[src/swm_pkg.sv]
// Shared types and constants for the sliding window maximum block.
// No dependencies; imported by swm_cell and sliding_window_maximum.
package swm_pkg;

    localparam int POS_W = 16;
    localparam int CFG_W = 7;

    typedef logic [POS_W-1:0] t_pos;
    typedef logic [CFG_W-1:0] t_wsize;

    // Per-cycle command broadcast to every cell of the chain
    typedef struct packed {
        logic clear;  // empty the cell (final word of an array)
        logic step;   // a new word is accepted this cycle
        logic shift;  // take the right-hand neighbor's entry (oldest candidate drops)
    } t_cell_ctl;

endpackage

[src/swm_cell.sv]
// One candidate slot of the monotonic candidate chain.
// Depends on swm_pkg (t_cell_ctl, t_pos).
module swm_cell #(
    parameter int SAMPLE_WIDTH = 32
) (
    input  logic                    i_clk,
    input  logic                    i_rst_n,
    input  swm_pkg::t_cell_ctl      i_ctl,
    input  logic [SAMPLE_WIDTH-1:0] i_new_value,
    input  swm_pkg::t_pos           i_new_pos,
    input  logic                    i_nb_valid,
    input  logic [SAMPLE_WIDTH-1:0] i_nb_value,
    input  swm_pkg::t_pos           i_nb_pos,
    input  logic                    i_prev_keep,
    output logic                    o_valid,
    output logic [SAMPLE_WIDTH-1:0] o_value,
    output swm_pkg::t_pos           o_pos,
    output logic                    o_keep
);
    import swm_pkg::*;

    logic                    r_valid;
    logic [SAMPLE_WIDTH-1:0] r_value;
    t_pos                    r_pos;
    logic                    src_valid;
    logic [SAMPLE_WIDTH-1:0] src_value;
    t_pos                    src_pos;
    logic                    keep;
    logic                    take_new;

    assign src_valid = i_ctl.shift ? i_nb_valid : r_valid;
    assign src_value = i_ctl.shift ? i_nb_value : r_value;
    assign src_pos   = i_ctl.shift ? i_nb_pos   : r_pos;

    // Survive only if strictly greater than the incoming word
    assign keep     = src_valid && ($signed(src_value) > $signed(i_new_value));
    // First slot past the survivors receives the new word
    assign take_new = !keep && i_prev_keep;

    always_ff @(posedge i_clk) begin
        if (!i_rst_n) begin
            r_valid <= 1'b0;
        end else if (i_ctl.clear) begin
            r_valid <= 1'b0;
        end else if (i_ctl.step) begin
            r_valid <= keep || take_new;
        end else if (i_ctl.shift) begin
            r_valid <= src_valid;
        end
    end

    always_ff @(posedge i_clk) begin
        if (i_ctl.step) begin
            if (keep) begin
                r_value <= src_value;
                r_pos   <= src_pos;
            end else begin
                r_value <= i_new_value;
                r_pos   <= i_new_pos;
            end
        end else if (i_ctl.shift) begin
            r_value <= src_value;
            r_pos   <= src_pos;
        end
    end

    assign o_valid = r_valid;
    assign o_value = r_value;
    assign o_pos   = r_pos;
    assign o_keep  = keep;

endmodule

[config.mk]
export PLATFORM = sky130hd
export DESIGN_NAME = swm_cell
export DESIGN_NICKNAME = d
export VERILOG_FILES = /design/src/swm_pkg.sv /design/src/swm_cell.sv
export SDC_FILE = /design/constraint.sdc
export NUM_CORES = 1
export LEC_CHECK = 0
export BUFFER_PORTS_ARGS = -buffer_cell sky130_fd_sc_hd__buf_4
export CORE_AREA = 2 2 95 97
export CTS_CLUSTER_SIZE = 14
export DETAILED_ROUTE_END_ITERATION = 6
export DIE_AREA = 0 0 97 99
export PLACE_DENSITY = 0.73
export SYNTH_ARGS = -nofsm -noshare
export SYNTH_HDL_FRONTEND = slang
export SYNTH_SLANG_ARGS = --single-unit
export TNS_END_PERCENT = 10
[constraint.sdc]
create_clock -name i_clk -period 3.7 [get_ports i_clk]
set_clock_uncertainty 0.1 [all_clocks]
set_input_delay 0.37 -clock i_clk [delete_from_list [all_inputs] [get_ports i_clk]]
set_output_delay 0.37 -clock i_clk [all_outputs]
set_load 0.03 [all_outputs]
==> impl_metrics.csv, run 1 <==
group,metric,value,unit
clock_network,clk_root_buffer_cell,"clkbuf_8",
synth,post_synth_num_cell_types,37,
layout,layout.core_utilization,59.2,%
layout,fin_area,5060,sq um
detailed_routing,num_vias,2736,
layout,most-common-layout-cells,"buf_4, mux2_2, edfxtp_1",
detailed_routing,wl_per_cell,14.7,microns
detailed_routing,drt_first_pass_iters,4,
flow_run,max_cap_viol_count,0,
sta,finalCritPeriodShare,89.8,%
synth,ys.warnings.count,0,
grt,global_route_wire_length_before_repair,13100,microns
floorplan,die_x,97,microns
grt,via_count_of_the_first_global_routing_pass,2755,
clock_network,cts_setup_buffers,0,
sta,setup_viol_count_final,0,
run_status,run_status,"finished, final reports clean",
min_path,hold_start,"i_new_pos[1]",
synth,avgSynthCellArea,12.8,sq um
layout,area_delta_synth_final,38.5,%
clock_network,clock_tree_from_tritoncts,"built",
grt,gr_met3_demand_resource,5.04,%
grt,antenna_violations_before_repair,0,
setup_path,critPathArrivalTime,3.28,ns
sta,achievable-frequency,0.301,GHz
sta,fin_setup_tns,0,ns
layout,number_of_standard_cells_in_the_layout_taps_in_and_fillers_out,551,
grt,global_route.usage.total,16.5,%
grt,grt_max_degree,33,
setup_path,crit_path_max_fanout,22,
setup_path,worst_setup_path_end_kind,"register",
floorplan,num_rows,34,
setup_path,worst-endpoint-required,3.66,ns
clock_network,resized_after_cts,0,
detailed_routing,drt_iter0_drc,90,
layout,n_fill_cell,747,
layout,antenna_cells,0,
pwr,power-per-cell-area,423,nW/um^2
layout,final_common_cell,"buf_4",
floorplan,coreArea,8550,sq um
place,detailedPlacementHpwl,6430,microns
floorplan,floorplan.die_area,9600,sq um
sta,worstMarginPinSlew,0.438,ns
grt,grt.busiest_layer,"met2",
sta,max-slew-margin-rel,70.8,%
detailed_routing,remaining_drc_errors,0,
synth,postSynthCellCount,286,
synth,netlist.area_leader.share,39.4,%
setup_path,r2r-start,"o_value[10]",
clock_network,clock_insertion_delay_worst_skew,0.30,ns
place,placed_cell_area,4930,sq um
setup_path,launch_point_of_the_critical_path,"o_value[10]",
detailed_routing,ant_nets,0,
synth,yosys-top-cells-area,"edfxtp_1, mux2_2, ha_1",
grt,grtUsageMet2,28.8,%
synth,synthDominantAreaCellType,"edfxtp_1",
detailed_routing,routed_wl,8100,microns
synth,mappedNetlistArea,3660,sq um
synth,synth-seq-cells,49,
min_path,hold_path_class,"primary input to register",
detailed_routing,routed_via_density,4.97,
sta,timing.final.crit_period,3.32,ns
clock_network,path_clk_slew,0.10,ns
clock_network,cts_max_path_buffers,2,
setup_path,timing.critical_path.from_type,"register",
grt,overflow,0,
floorplan,ioPinCount,153,
sta,final_max_slew_viol_count,0,
sta,rsz0062_at_grt,"false",
floorplan,initial_utilization,42.8,%
layout,post_route_cells_drive_above_1_share,60.5,%
synth,post_synthesis_sequential_area_ratio,40.0,%
clock_network,cts-hold-fix-buffers,0,
clock_network,clock_tree.htree_level_count,2,
pwr,ir_drop,0.190,mV
place,dpl.cell_count,543,
pwr,power.leakage,2.37,nW
place,globalplace.congestion,0.784,
layout,finish.net_count,577,
synth,postSynthNetCount,421,
clock_network,number_of_buffers_created_by_cts,5,
grt,global_route.usage.met1,20.3,%
floorplan,die_h,99,microns
sta,final_hold_viol_count,0,
clock_network,tritoncts_num_sinks,49,
setup_path,crit_type,"register to register",
place,port_buffers,152,
[logic make-up after synthesis]
kind of cell,synth area share (%)
mux,31.7
flops,40.0
buf+inv,6.06
simple gates,5.71
fa+ha+maj,10.9
compound gates,5.58
[Yosys cell counts, drive strengths merged]
master and number:
o311ai 2, mux2 95, or2b 1, and4 3, buf 6, nand2b 2, o31ai 1, a211oi 2
nor4 1, o21ai 3, mux2i 2, o31a 1, a221o 1, nand4 3, edfxtp 48, nor2 5
o211ai 3, nand3 4, nor2b 2, a21o 1, ha 32, clkbuf 5, nand2 12, a221oi 1
inv 32, a21oi 13, or2 1, o22a 1, nand3b 2, dfxtp 1
[registers in the layout (all words and copies together), names as in the netlist]
| register | cells |
|---|---|
| o_pos | 16 |
| o_valid | 1 |
| o_value | 32 |
[per-stage QoR]
stage	setup WS [ns]	total power, W	hold slack, ns
4_1_cts	0.314	0.00217	0.252
2_1_floorplan	0.00714	0.00141	0.451
3_3_place_gp	0.0437	0.00169	0.564
3_5_place_dp	0.0205	0.00171	0.577
5_1_grt	0.135	0.00225	0.248
6_report	0.376	0.00214	0.263
[worst paths after layout]
path,endpoint,depth (start not counted),slack (ns)
max,o_value[10],10,0.38
max reg2reg,o_value[10],10,0.38
min,o_pos[1],2,0.26
min reg2reg,o_value[0],2,0.60
[power breakdown]
| part | internal [W] | total, W | switching, W |
|---|---|---|---|
| sequential | 0.000733 | 0.000780 | 0.0000472 |
| combinational | 0.000457 | 0.000904 | 0.000447 |
| clock | 0.000269 | 0.000458 | 0.000189 |
| total | 0.00146 | 0.00214 | 0.000683 |
[layer usage]
layer / routed length (microns) / vias to the layer above
met4: 76 / 0
li1: - / 1380
met5: 0 / -
met3: 601 / 6
met2: 4010 / 95
met1: 3410 / 1255
[area by class of cell]
type	count	area [sq um]	area share (%)
Clock buffer	5	68.8	1.36
Clock inverter	3	65.1	1.28
Inverter	32	120	2.37
Multi-Input combinational cell	194	1970	39.0
Sequential cell	49	1460	28.9
Tap cell	108	135	2.67
Timing Repair Buffer	160	1240	24.5
[worst max-delay path, cell delays in order, from the launching register on]
cell,delay [ns]
edfxtp_1,0.41
mux2_2,0.29
ha_1,0.30
a21oi_1,0.15
nand2_1,0.07
a221o_1,0.34
a211oi_1,0.27
nor2_1,0.15
o311ai_4,0.39
buf_12,0.24
mux2_2,0.36
Note: power is estimated with default switching activity, not from simulation.
==> inputs of run 2 (changes only) <==
- CORE_AREA: 2 2 95 97 -> 2 2 90 101
- DIE_AREA: 0 0 97 99 -> 0 0 92 103
- PLACE_DENSITY: 0.73 -> 0.74
==> impl_metrics.csv, run 2 (same netlist as run 1, synthesis figures left out) <==
group,metric,value,unit
floorplan,coreArea,8560,sq um
layout,fin_area,5060,sq um
detailed_routing,num_vias,2772,
sta,final_hold_viol_count,0,
setup_path,timing.critical_path.from_type,"primary input",
clock_network,number_of_buffers_created_by_cts,5,
detailed_routing,routed_wl,8500,microns
detailed_routing,drt_iter0_drc,62,
layout,final_common_cell,"buf_4",
place,detailedPlacementHpwl,6700,microns
sta,worstMarginPinSlew,1.20,ns
floorplan,die_h,103,microns
pwr,swShare,32.5,%
pwr,power-per-cell-area,426,nW/um^2
setup_path,cell_seen_most_often_among_critical_path_stages,"buf_4",
pwr,power.total,0.00216,W
setup_path,crit_type,"primary input to output pin",
layout,number_of_standard_cells_in_the_layout_taps_in_and_fillers_out,557,
floorplan,ioPinCount,153,
clock_network,tritoncts_num_sinks,49,
layout,antenna_cells,0,
clock_network,clock_insertion_delay_worst_skew,0.31,ns
grt,antenna_violations_before_repair,0,
setup_path,worst-endpoint-required,3.23,ns
sta,setup_viol_count_final,0,
clock_network,clock_tree.htree_level_count,2,
place,placed_cell_area,4920,sq um
setup_path,worst_setup_path_end_kind,"output pin",
clock_network,path_clk_slew,0.11,ns
detailed_routing,ant_nets,0,
sta,rsz0062_at_grt,"false",
pwr,ir_drop,0.198,mV
pwr,switchingPower,0.000702,W
place,dpl.cell_count,549,
floorplan,die_x,92,microns
pwr,clockPowerShare,22.1,%
flow_run,max_cap_viol_count,0,
floorplan,floorplan.die_area,9480,sq um
setup_path,cp_slowest_cell,"mux2_2",
sta,timing.final.crit_period,3.40,ns
run_status,run_status,"finished, final reports clean",
grt,via_count_of_the_first_global_routing_pass,2830,
detailed_routing,remaining_drc_errors,0,
detailed_routing,wl_per_cell,15.3,microns
floorplan,num_rows,36,
layout,finish.net_count,577,
setup_path,crit_path_max_fanout,22,
grt,global_route_wire_length_before_repair,13100,microns
min_path,hold_path_class,"primary input to register",
layout,area_delta_synth_final,38.4,%
floorplan,initial_utilization,42.7,%
grt,global_route.usage.total,17.3,%
grt,grt_max_degree,49,
sta,max-slew-margin-rel,20.3,%
detailed_routing,drt_first_pass_iters,4,
sta,achievable-frequency,0.294,GHz
clock_network,cts_setup_buffers,0,
layout,most-common-layout-cells,"buf_4, mux2_2, edfxtp_1",
setup_path,worst_path_largest_cell_delay,0.39,ns
setup_path,critPathArrivalTime,2.93,ns
clock_network,cts-hold-fix-buffers,0,
place,globalplace.congestion,0.767,
pwr,power.share.sequential,36.2,%
pwr,cell_internal_pwr,0.00146,W
detailed_routing,routed_via_density,4.98,
layout,largest_register_ff_count,32,
grt,overflow,0,
sta,finalCritPeriodShare,92.0,%
clock_network,cts_max_path_buffers,2,
sta,final_max_slew_viol_count,0,
clock_network,resized_after_cts,0,
setup_path,cp_cell_sequence,"buf_4, mux2_2, ha_1, a21oi_1, nand2_1, a221o_1, a211oi_1, nor2_1, buf_4, o211ai_1, o31ai_1, buf_4",
clock_network,clk_root_buffer_cell,"clkbuf_8",
pwr,power.leakage,2.36,nW
place,port_buffers,152,
pwr,comb_power_share,41.8,%
clock_network,clock_tree_from_tritoncts,"built",
layout,post_route_cells_drive_above_1_share,60.5,%
==> run 2: cell types whose count changed in the layout (fill, tap and decap cells not counted), sizes merged <==
cell,delta
clkinv,-1
inv,+1
==> run 2: per-stage QoR <==
step	hold slack, ns	TNS, ns	util (%)	setup slack (ns)
6_report	0.255	0	59.2	0.296
5_1_grt	0.235	0	59.2	0.0754
4_1_cts	0.249	0	59.2	0.239
3_5_place_dp	0.578	-0.441	57.5	-0.0354
3_3_place_gp	0.561	0	57.5	0.0417
2_1_floorplan	0.451	0	-	0.00714
==> run 2: area by class of cell <==
| type | count | area [sq um] |
|---|---|---|
| Timing Repair Buffer | 160 | 1230 |
| Clock buffer | 5 | 68.8 |
| Fill cell | 758 | 3500 |
| Clock inverter | 3 | 68.8 |
| Sequential cell | 49 | 1460 |
| Tap cell | 114 | 143 |
| Inverter | 32 | 120 |
| Multi-Input combinational cell | 194 | 1970 |
==> run 2: final timing paths <==
path,cells past startpoint,start,slack [ns],to
setup / recovery,12,i_ctl[0],0.30,o_keep
hold / removal,2,i_new_pos[9],0.26,o_pos[9]
setup reg to reg,10,o_value[10],0.41,o_value[20]
hold reg to reg,2,o_value[0],0.59,o_value[0]
==> run 2: power groups by stage <==
stage	clock [W]	combinational [W]	sequential, W
2_1_floorplan	0	0.000432	0.000973
3_3_place_gp	0	0.000891	0.000790
3_5_place_dp	0	0.000910	0.000794
4_1_cts	0.000485	0.000912	0.000782
5_1_grt	0.000512	0.000968	0.000795
6_report	0.000477	0.000901	0.000780
==> run 2: layer usage <==
metal	up-vias	part of all wire, %	routed length [microns]	track usage (%)
li1	1377	-	-	-
met1	1295	40	3430	21.0
met2	94	52	4450	31.1
met3	6	6.0	507	4.09
met4	0	1.4	115	4.94
met5	-	0	0	0
==> run 2: worst max-delay path, delay by kind of cell <==
| family | cells | cell delay, ns |
|---|---|---|
| adders and majority gates | 1 | 0.30 |
| and+or+nand+nor | 2 | 0.19 |
| AOI/OAI and AO/OA | 5 | 1.02 |
| muxes | 1 | 0.39 |
| buffers and inverters | 3 | 0.65 |
==> inputs of run 3 (changes only) <==
- ABC_AREA: unset -> 1
- CORE_AREA: 2 2 90 101 -> 2 2 89 100
- DIE_AREA: 0 0 92 103 -> 0 0 91 102
- HOLD_SLACK_MARGIN: unset -> 0.12
==> impl_metrics.csv, run 3 <==
group,metric,value,unit
layout,fin_area,4890,sq um
setup_path,cp_slowest_cell,"ha_1",
place,port_buffers,152,
synth,mappedNetlistArea,3550,sq um
synth,ys.flop_type,"edfxtp_1",
pwr,ir_drop,0.209,mV
synth,synthDominantAreaCellType,"edfxtp_1",
setup_path,worst_setup_path_end_kind,"output pin",
floorplan,die_x,91,microns
sta,achievable-frequency,0.308,GHz
synth,muxShareOfSynthArea,0.282,%
layout,area_delta_synth_final,37.6,%
synth,ys.warnings.count,0,
sta,final_max_slew_viol_count,0,
grt,overflow,0,
synth,netlist.area_leader.share,40.6,%
place,dp_slack,0.262,ns
synth,asyncSetResetFlopFracSynth,0,%
detailed_routing,ant_nets,0,
floorplan,num_rows,35,
setup_path,critPathArrivalTime,2.78,ns
sta,max-slew-margin-rel,52.7,%
sta,finalCritPeriodShare,87.8,%
detailed_routing,routed_via_density,4.81,
clock_network,clk_root_buffer_cell,"clkbuf_8",
sta,worstMarginPinSlew,0.707,ns
layout,multi_input_comb_area,1810,sq um
synth,synth_simple_gate_area_share,31.5,%
min_path,hold-path-cell-count,4,
setup_path,timing.critical_path.from_type,"primary input",
synth,postSynthCellCount,480,
detailed_routing,drt_first_pass_iters,4,
pwr,power.leakage,2.64,nW
synth,synth-seq-cells,49,
setup_path,cp_cell_sequence,"buf_4, clkinv_1, buf_12, nand2_1, nand2_1, ha_1, nand2_1, nor2_2, nand2_1, nor2_1, nand2_1, o21ai_1, nor2_1, nand3_1, nand3_4, inv_1, buf_4",
layout,most-common-layout-cells,"nand2_1, buf_4, edfxtp_1",
synth,compound_cell_area_share_of_the_yosys_netlist,7.79,%
synth,count_of_flip_flops_with_a_built_in_enable_after_synthesis,48,
run_status,run_status,"finished, final reports clean",
layout,n_fill_cell,826,
grt,via_count_of_the_first_global_routing_pass,3464,
setup_path,crit_path_max_fanout,49,
setup_path,timing.reg2reg.worst_path_depth,15,
layout,finish.net_count,758,
setup_path,r2r-end,"o_value[10]",
clock_network,cts_max_path_buffers,2,
grt,grtUsageMet2,36.5,%
synth,post_synthesis_sequential_area_ratio,41.2,%
synth,synth_top_family_by_area,"simple AND/OR/NAND/NOR gates",
place,detailedPlacementHpwl,6960,microns
synth,postSynthNetCount,615,
sta,final_hold_viol_count,0,
detailed_routing,drt_iter0_drc,151,
synth,synthMostInstantiatedCell,"nand2_1",
synth,synth_commonest_cells,"nand2_1, edfxtp_1, inv_1",
sta,setup_viol_count_final,0,
clock_network,path_clk_slew,0.10,ns
grt,global_route.usage.total,19.6,%
floorplan,coreArea,8230,sq um
floorplan,initial_utilization,43.1,%
clock_network,clock_insertion_delay_worst_skew,0.30,ns
layout,antenna_cells,0,
clock_network,cts-hold-fix-buffers,0,
grt,global_route_wire_length_before_repair,14900,microns
floorplan,floorplan.die_area,9280,sq um
place,globalplace.congestion,0.828,
floorplan,ioPinCount,153,
clock_network,resized_after_cts,0,
grt,grt_max_degree,81,
layout,seq_area,1460,sq um
min_path,hold_start,"i_ctl[2]",
min_path,hold_path_end,"o_valid",
synth,synth_xor_xnor_area_share,0,%
setup_path,worst-endpoint-required,3.23,ns
layout,final_common_cell,"nand2_1",
setup_path,crit_type,"primary input to output pin",
grt,gr_met3_demand_resource,3.24,%
grt,grt.busiest_layer,"met2",
detailed_routing,wl_per_cell,12.4,microns
clock_network,number_of_buffers_created_by_cts,5,
clock_network,clock_tree.htree_level_count,2,
clock_network,tritoncts_num_sinks,49,
grt,global_route.usage.met1,23.4,%
sta,fin_ws,0.451,ns
floorplan,die_h,102,microns
synth,synth_fa_ha_area_share,11.3,%
detailed_routing,num_vias,3532,
synth,avgSynthCellArea,7.40,sq um
sta,fin_setup_tns,0,ns
sta,timing.final.crit_period,3.25,ns
min_path,hold_path_class,"primary input to register",
clock_network,cts_setup_buffers,0,
sta,rsz0062_at_grt,"false",
clock_network,clock_tree_from_tritoncts,"built",
synth,yosys-top-cells-area,"edfxtp_1, nand2_1, ha_1",
setup_path,worst_path_largest_cell_delay,0.33,ns
pwr,power-per-cell-area,373,nW/um^2
detailed_routing,routed_wl,9120,microns
setup_path,r2r-start,"o_value[31]",
detailed_routing,remaining_drc_errors,0,
place,placed_cell_area,4770,sq um
synth,post_synth_num_cell_types,25,
layout,largest_register_ff_count,32,
layout,post_route_cells_drive_above_1_share,27.4,%
setup_path,cell_seen_most_often_among_critical_path_stages,"nand2_1",
setup_path,setup.reg_to_reg.worst_slack,0.86,ns
flow_run,max_cap_viol_count,0,
grt,antenna_violations_before_repair,0,
run 3: cell count changes after synthesis, moves of 3 or more:
cell	change
mux2_4	-19
nor2_1	+7
clkbuf_1	+4
buf_12	-3
nand3_1	+15
inv_1	+10
and4_1	-3
mux2_2	-76
o211ai_1	-3
buf_4	+3
o21ai_1	+32
nand2_1	+233
buf_6	+3
run 3: power breakdown:
| group | switching [W] | internal, W |
|---|---|---|
| combinational | 0.000404 | 0.000276 |
| sequential | 0.0000402 | 0.000703 |
| clock | 0.000194 | 0.000203 |
run 3: through the flow:
stage | total power [W] | util, % | cells | hold WS, ns
after floorplan | 0.00118 | - | 480 | 0.393
after global placement | 0.00142 | 57.9 | 727 | 0.476
after detailed placement | 0.00144 | 57.9 | 727 | 0.480
after CTS | 0.00184 | 59.3 | 735 | 0.209
after global routing | 0.00193 | 59.3 | 735 | 0.219
final | 0.00182 | 59.3 | 735 | 0.208
run 3: worst max path at each step:
stage | end | cells past startpoint | from | slack, ns
floorplan | o_keep | 18 | i_ctl[0] | 0.72
global placement | o_value[0] | 18 | i_ctl[0] | 0.44
detailed placement | o_value[26] | 16 | i_ctl[0] | 0.26
CTS | o_keep | 17 | i_ctl[0] | 0.43
global route | o_keep | 15 | i_ctl[0] | 0.17
finish | o_keep | 17 | i_ctl[0] | 0.45
run 3: critical path: cells and delay by family:
family | cells | cell delay [ns]
adder cells (fa/ha/maj) | 1 | 0.33
AND/OR/NAND/NOR | 10 | 1.12
buffers and inverters | 5 | 0.89
AO/OA/AOI/OAI | 1 | 0.07
run 3: kinds of logic (layout without fill, tap and decap cells):
| family | after synthesis | count (layout) |
|---|---|---|
| simple gates | 282 | 282 |
| mux | 1 | 1 |
| compound gates | 53 | 53 |
| flops | 49 | 49 |
| buf+inv | 63 | 207 |
| fa+ha+maj | 32 | 32 |
run 3: final cells by class:
type,count,area share [%]
Clock inverter,3,0.948
Inverter,42,3.23
Tap cell,111,2.84
Timing Repair Buffer,157,24.6
Sequential cell,49,29.9
Clock buffer,5,1.41
Multi-Input combinational cell,368,37.0
run 3: routing by layer:
layer,vias to the layer above,wire length [microns]
met5,-,0
met4,0,152
met3,14,573
met2,135,4580
met1,1551,3820
li1,1832,-
